<file path="src/hw/rtl/glim_pkg.sv">
`default_nettype none
package glim_pkg;

  localparam int ExtCapacity = 1024;
  localparam int HashSlots   = 2048;
  localparam int IdxW        = 31;
  localparam int SlotW       = $clog2(HashSlots);
  localparam int PosW        = $clog2(ExtCapacity);
  localparam int CntW        = $clog2(ExtCapacity + 1);
  localparam int ProbeW      = $clog2(HashSlots + 1);
  localparam int KeyW        = IdxW;
  localparam int SlotDataW   = KeyW + PosW;
  localparam logic [31:0] HashMult = 32'd2654435761;

  typedef enum logic [2:0] {
    ST_OWNED    = 3'd0,
    ST_FOUND    = 3'd1,
    ST_INSERTED = 3'd2,
    ST_FULL     = 3'd3,
    ST_UNUSED   = 3'd4
  } status_t;

  typedef enum logic [0:0] {
    CMD_G2L = 1'b0,
    CMD_L2G = 1'b1
  } cmd_t;

  typedef enum logic [0:0] {
    REG_FIRST = 1'b0,
    REG_LAST  = 1'b1
  } reg_idx_t;

  typedef enum logic [2:0] {
    S_IDLE,
    S_HASH,
    S_PROBE,
    S_CHECK,
    S_L2G_RD,
    S_L2G_OUT,
    S_CLEAR
  } state_t;

  // controller -> datapath
  typedef struct packed {
    logic latch;       // capture the incoming item
    logic hash;        // register the home slot
    logic probe_rd;    // read slot at probe pointer
    logic probe_next;  // advance probe pointer
    logic insert;      // write slot, external list, bump count
    logic ext_rd;      // read external list
    logic clr_step;    // clear one valid bit
    logic emit;        // register a result for the output
    status_t status;
    logic [1:0] sel;   // result source
  } glim_cmd_t;

  localparam logic [1:0] SEL_OWNED_G2L = 2'd0;
  localparam logic [1:0] SEL_SLOT      = 2'd1;
  localparam logic [1:0] SEL_EXT       = 2'd2;
  localparam logic [1:0] SEL_ZERO      = 2'd3;

  // datapath -> controller
  typedef struct packed {
    logic is_l2g;
    logic g2l_owned;
    logic l2g_owned;
    logic l2g_ext;
    logic slot_valid;
    logic key_match;
    logic probes_done;
    logic ext_full;
    logic clr_done;
  } glim_stat_t;

endpackage
`default_nettype wire

</file>
<file path="src/hw/rtl/glim_ctrl.sv">
`default_nettype none
module glim_ctrl import glim_pkg::*; (
  input  wire logic       clk,
  input  wire logic       rst_n,
  input  wire logic       start,
  output logic            busy,
  input  wire glim_stat_t stat,
  output glim_cmd_t       cmd
);
  state_t state_r, state_nxt;

  always_ff @(posedge clk) begin
    if (!rst_n) state_r <= S_CLEAR;
    else        state_r <= state_nxt;
  end

  always_comb begin
    state_nxt = state_r;
    case (state_r)
      S_CLEAR: if (stat.clr_done) state_nxt = S_IDLE;
      S_IDLE:  if (start) state_nxt = S_HASH;
      S_HASH: begin
        if (stat.is_l2g) begin
          state_nxt = (stat.l2g_owned || !stat.l2g_ext) ? S_IDLE : S_L2G_RD;
        end else if (stat.g2l_owned) begin
          state_nxt = S_IDLE;
        end else begin
          state_nxt = S_PROBE;
        end
      end
      S_PROBE:  state_nxt = S_CHECK;
      S_CHECK: begin
        if (!stat.slot_valid || stat.key_match || stat.probes_done) state_nxt = S_IDLE;
        else state_nxt = S_PROBE;
      end
      S_L2G_RD:  state_nxt = S_L2G_OUT;
      S_L2G_OUT: state_nxt = S_IDLE;
      default:   state_nxt = S_IDLE;
    endcase
  end

  always_comb begin
    cmd = '0;
    cmd.status = ST_OWNED;
    cmd.sel = SEL_ZERO;
    busy = (state_r != S_IDLE);
    case (state_r)
      S_CLEAR: cmd.clr_step = 1'b1;
      S_IDLE:  cmd.latch = start;
      S_HASH: begin
        cmd.hash = 1'b1;
        if (stat.is_l2g) begin
          if (stat.l2g_owned) begin
            cmd.emit = 1'b1; cmd.status = ST_OWNED; cmd.sel = SEL_OWNED_G2L;
          end else if (!stat.l2g_ext) begin
            cmd.emit = 1'b1; cmd.status = ST_UNUSED; cmd.sel = SEL_ZERO;
          end
        end else if (stat.g2l_owned) begin
          cmd.emit = 1'b1; cmd.status = ST_OWNED; cmd.sel = SEL_OWNED_G2L;
        end
      end
      S_PROBE: cmd.probe_rd = 1'b1;
      S_CHECK: begin
        if (stat.slot_valid && stat.key_match) begin
          cmd.emit = 1'b1; cmd.status = ST_FOUND; cmd.sel = SEL_SLOT;
        end else if (stat.slot_valid && !stat.probes_done) begin
          cmd.probe_next = 1'b1;
        end else if (stat.slot_valid || stat.ext_full) begin
          cmd.emit = 1'b1; cmd.status = ST_FULL; cmd.sel = SEL_ZERO;
        end else begin
          cmd.insert = 1'b1;
          cmd.emit = 1'b1; cmd.status = ST_INSERTED; cmd.sel = SEL_SLOT;
        end
      end
      S_L2G_RD:  cmd.ext_rd = 1'b1;
      S_L2G_OUT: begin
        cmd.emit = 1'b1; cmd.status = ST_FOUND; cmd.sel = SEL_EXT;
      end
      default: ;
    endcase
  end
endmodule
`default_nettype wire

</file>
<file path="config.mk">
export PLATFORM = sky130hd
export DESIGN_NAME = glim_ctrl
export DESIGN_NICKNAME = d
export VERILOG_FILES = /design/src/hw/rtl/glim_pkg.sv /design/src/hw/rtl/glim_ctrl.sv
export SDC_FILE = /design/constraint.sdc
export NUM_CORES = 1
export LEC_CHECK = 0
export BUFFER_PORTS_ARGS = -buffer_cell sky130_fd_sc_hd__buf_2
export CORE_AREA = 2 2 39 41
export CTS_BUF_LIST = sky130_fd_sc_hd__clkbuf_8
export CTS_CLUSTER_SIZE = 20
export DETAILED_ROUTE_END_ITERATION = 8
export DIE_AREA = 0 0 41 43
export GPL_TIMING_DRIVEN = 0
export SYNTH_ARGS = -nofsm -noshare
export SYNTH_HDL_FRONTEND = slang
export SYNTH_SLANG_ARGS = --single-unit
export TNS_END_PERCENT = 100
</file>
<file path="constraint.sdc">
create_clock -name clk -period 1.25 [get_ports clk]
set_input_delay 0.25 -clock clk [delete_from_list [all_inputs] [get_ports clk]]
set_output_delay 0.25 -clock clk [all_outputs]
set_load 0.03 [all_outputs]
</file>
# Word-level counts from Yosys, hierarchy flattened

Cells that the tools add are included.
Widths: inputs -> output; s select.

Shift-type cells: 0
Order comparisons: 0
Equal/unequal tests: 8
Bitwise operators: 0
Add/sub/neg operators: 0
Divide/modulo/power cells: 0
Multiply operators: 0
Multiplexer cells: 25
Reduce and logical (&&, ||, !) cells: 12

Operators with widths:

| kind               | number |
|---|---|
| $mux 6             | 6 |
| $pmux 3 s6         | 1 |
| $pmux 6 s3         | 1 |
| $mux 3             | 5 |
| $eq 3x3->1 const B | 3 |
| $mux 1             | 8 |
| $mux 2             | 4 |
| $eq 3x2->1 const B | 2 |
| $logic_or 1x1->1   | 4 |
| $ne 2x2->1 const B | 2 |
| $eq 3x1->1 const B | 1 |
| $logic_not 1->1    | 3 |
| $logic_not 3->1    | 1 |
| $reduce_bool 3->1  | 1 |
| $logic_and 1x1->1  | 2 |
| $reduce_and 2->1   | 1 |

Latch bits: 0
Logic and storage cells: 46
Bits in writable memories: 0
Input port bits: 12
Memories kept: 0
Bits in registers: 3
Memory bits (read-only): 0

# Logic depth before layout (Yosys ltp)

Word-level depth: 5
Mapped depth: 4
Depth with buffers taken out: 3

# Least setup slack after synthesis

OpenSTA, ideal clock, no wires.

Path kind: reg2out
Start point: register state_r[0]
End point: output cmd[12] (netlist bit)
Setup slack: -0.440 ns
Stages on the path, launching flop included: 4
Required time: 1.000 ns
Arrival: 1.440 ns
Path buffers: 1
Cells stage by stage: dfxtp_1 > buf_4 > or3_1 > nor2_1

RTL lines:

| what                     | RTL line        | text |
|---|---|---|
| start: declaration       | glim_ctrl.sv:10 | `state_t state_r, state_nxt;` |
| start signal: assignment | glim_ctrl.sv:14 | `else state_r <= state_nxt;` |
| end: declaration         | glim_ctrl.sv:8  | `output glim_cmd_t cmd` |

==> qor.txt <==
TritonCTS clock tree = yes
WL final = 1220 microns
status = complete, but fails checks
Syn Inst Count = 49
Core Region = 1380 sq um
commonest non-fill, non-tap cell in the layout = buf_6
Top Registers = state_r x3
initial antenna violation count = 0
Worst Hold Class = in -> reg
chip height = 43 microns
sequential element share of the synthesized area = 17.1%
routability congestion estimate = 0.678
Crit Path Max Fanout = 6
worst skew pair latency = 0.21 ns
via count = 518
Mean Syn Cell Area = 7.18 sq um
failing checks = negative setup slack
placed wire-length estimate = 749 microns
synth unique cells = 29
post-route clock period utilization = 123%
cts bufs inserted = 3
Max Clk Rate = 0.651 GHz
Synth Area in Simple Gates = 47.3%
Clock Skew = 0.00359 ns
YS warnings = 0
Die Area = 1760 sq um
# diodes = 0
Num Clock Sinks = 3
DR DRC count = 0
leakage power = 0.401 nW
clock-pin transition on the worst setup and hold timing paths = 0.03 ns
syn nets = 61
Least-Margin Pin Slew = 0.356 ns
total gr overflow = 0
min Tclk post-route = 1.54 ns
multi-input logic area = 355 sq um
CP Data Arrival Time = 1.29 ns
CP Capture Type = output pin
P per Cell Area = 1090 nW/um^2
Hold Fails Final Rpt = 0
routed vias/inst = 4.84
hold buffer count at cts = 0
Net count, final = 104
PortBufs = 25
critical setup path kind = reg -> out
Hold Slack = 0.291 ns
XOR/XNOR share of the synthesized area = 0%
first-pass GRT wire length = 1750 microns
antenna-violating nets left = 0
Setup WS post-layout = -0.286 ns
RSZ-0062 raised after global routing = yes
max-cap violation count = 0
Tot Pwr = 933 uW
largest family of logic cells by synthesized area = simple AND/OR/NAND/NOR gates
Critical Path RT = 1.00 ns
CP startpoint kind = flop
Area growth syn-to-layout = 143%
root buf cell = clkbuf_8
# fillers = 129
num rows = 14
FF+latch count, synth = 3
First-pass DRT Iterations = 2
# IOs = 26
highest-count cells in the layout ignoring fill and taps = 17 x buf_6, 12 x buf_4, 11 x buf_2
Die X = 41 microns
largest reg by FF count = state_r
Slew HR = 75.6%
total global routing track utilization = 14.0%
maximum vdd ir drop = 0.000560 V
final-report setup violation count = 16
vias in the first global route = 462
max reg flops = 3
sequential cell area = 66.3 sq um
Initial Util = 25.4%
CTS H-tree lvls = 1
adder-cell area share of the yosys netlist = 0%
pin count of the biggest net entering global routing = 9
mapped cell area = 352 sq um
wire per inst = 11.4 microns
CTS Buffer Depth = 2
mux share of post-synthesis cell area = 6.05%
layout cells sized above 1 = 73.6%
compound-cell area share of the yosys netlist = 19.6%
DR iter-0 viols = 1
max-slew violations = 0
[critical path, cell delays in order, from the launching register on]
cell and delay, ns:
dfxtp_2 0.33, buf_6 0.12, or3_4 0.40, nor2_4 0.09
buf_6 0.13
[cells in the mapped netlist]
cell type  instances  area, sq um
nand2b_1           4         25.0
o211ai_1           1         7.51
a21oi_1            2         10.0
a211o_1            1         8.76
nor2b_1            1         6.26
buf_4              2         15.0
nor4_1             1         6.26
or2_2              1         6.26
nor3b_1            1         7.51
nor2_1             5         18.8
or2b_1             2         15.0
nand2_1            1         3.75
dfxtp_1            3         60.1
nor3_1             3         15.0
a21boi_0           1         7.51
nand3b_1           2         15.0
buf_2              1         5.00
mux2i_1            1         10.0
o21ai_0            1         5.00
inv_1              4         15.0
or3b_4             1         11.3
or3_1              3         18.8
mux2_2             1         11.3
a2111oi_0          1         8.76
o21bai_1           1         7.51
a21oi_2            1         8.76
o21ai_1            1         5.00
and4bb_2           1         12.5
nand3_1            1         5.00
[what timing repair did]
action	CTS	global route
setup buffers	10	3
pin swaps	4	4
endpoints found under the setup margin	14	16
endpoints found under the hold margin	0	0
resized for setup	37	8
[cell families after synthesis]
logic type	after synthesis
simple gates	27
compound gates	10
buf+inv	7
flops	3
mux	2
[path summary, 6_finish.rpt]
check                               start                 endpoint  slack, ns  cells past startpoint
hold / removal                      rst_n  state_r[0]$_SDFFE_PN0P_       0.29                      3
setup / recovery  state_r[0]$_SDFFE_PN0P_                  cmd[12]      -0.29                      4
hold reg to reg   state_r[2]$_SDFFE_PN1P_  state_r[0]$_SDFFE_PN0P_       0.70                      3
setup reg to reg  state_r[2]$_SDFFE_PN1P_  state_r[1]$_SDFFE_PN1P_      -0.09                      6
[metal layers]
layer  track usage, %  wire length, microns  up-vias
met5                0                     0        -
met4             4.00                     0        0
met3             3.66                    76        0
met2             21.6                   617       19
met1             18.5                   522      243
li1                 -                     -      256
[where the power goes]
part | total [mW] | internal (mW) | switching [mW]
Sequential | 0.138 | 0.116 | 0.0223
Combinational | 0.526 | 0.278 | 0.248
Clock | 0.268 | 0.209 | 0.0597
[metrics by stage]
| stage | setup slack (ns) | utilization [%] | std cells | TNS (ns) | cell area, sq um |
|---|---|---|---|---|---|
| after floorplan | -0.243 | - | 49 | -0.361 | 414 |
| after global placement | -0.206 | 40.4 | 90 | -1.05 | 559 |
| after detailed placement | -0.211 | 40.4 | 90 | -1.07 | 559 |
| after CTS | -0.286 | 57.8 | 104 | -2.50 | 800 |
| after global routing | -0.331 | 61.7 | 107 | -3.63 | 853 |
| final | -0.286 | 61.7 | 107 | -2.85 | 853 |
[final cells by class]
type                    instances  area share [%]
plain buffers                   3            4.40
clock buffers                   3            4.84
clock inverters                 1           0.440
inverters                       4            1.76
multi-input cells              39            41.6
flip-flops and latches          3            7.77
well taps                      16            2.35
repair buffers                 38            36.8
No activity file was read; power rests on OpenSTA's default activity.
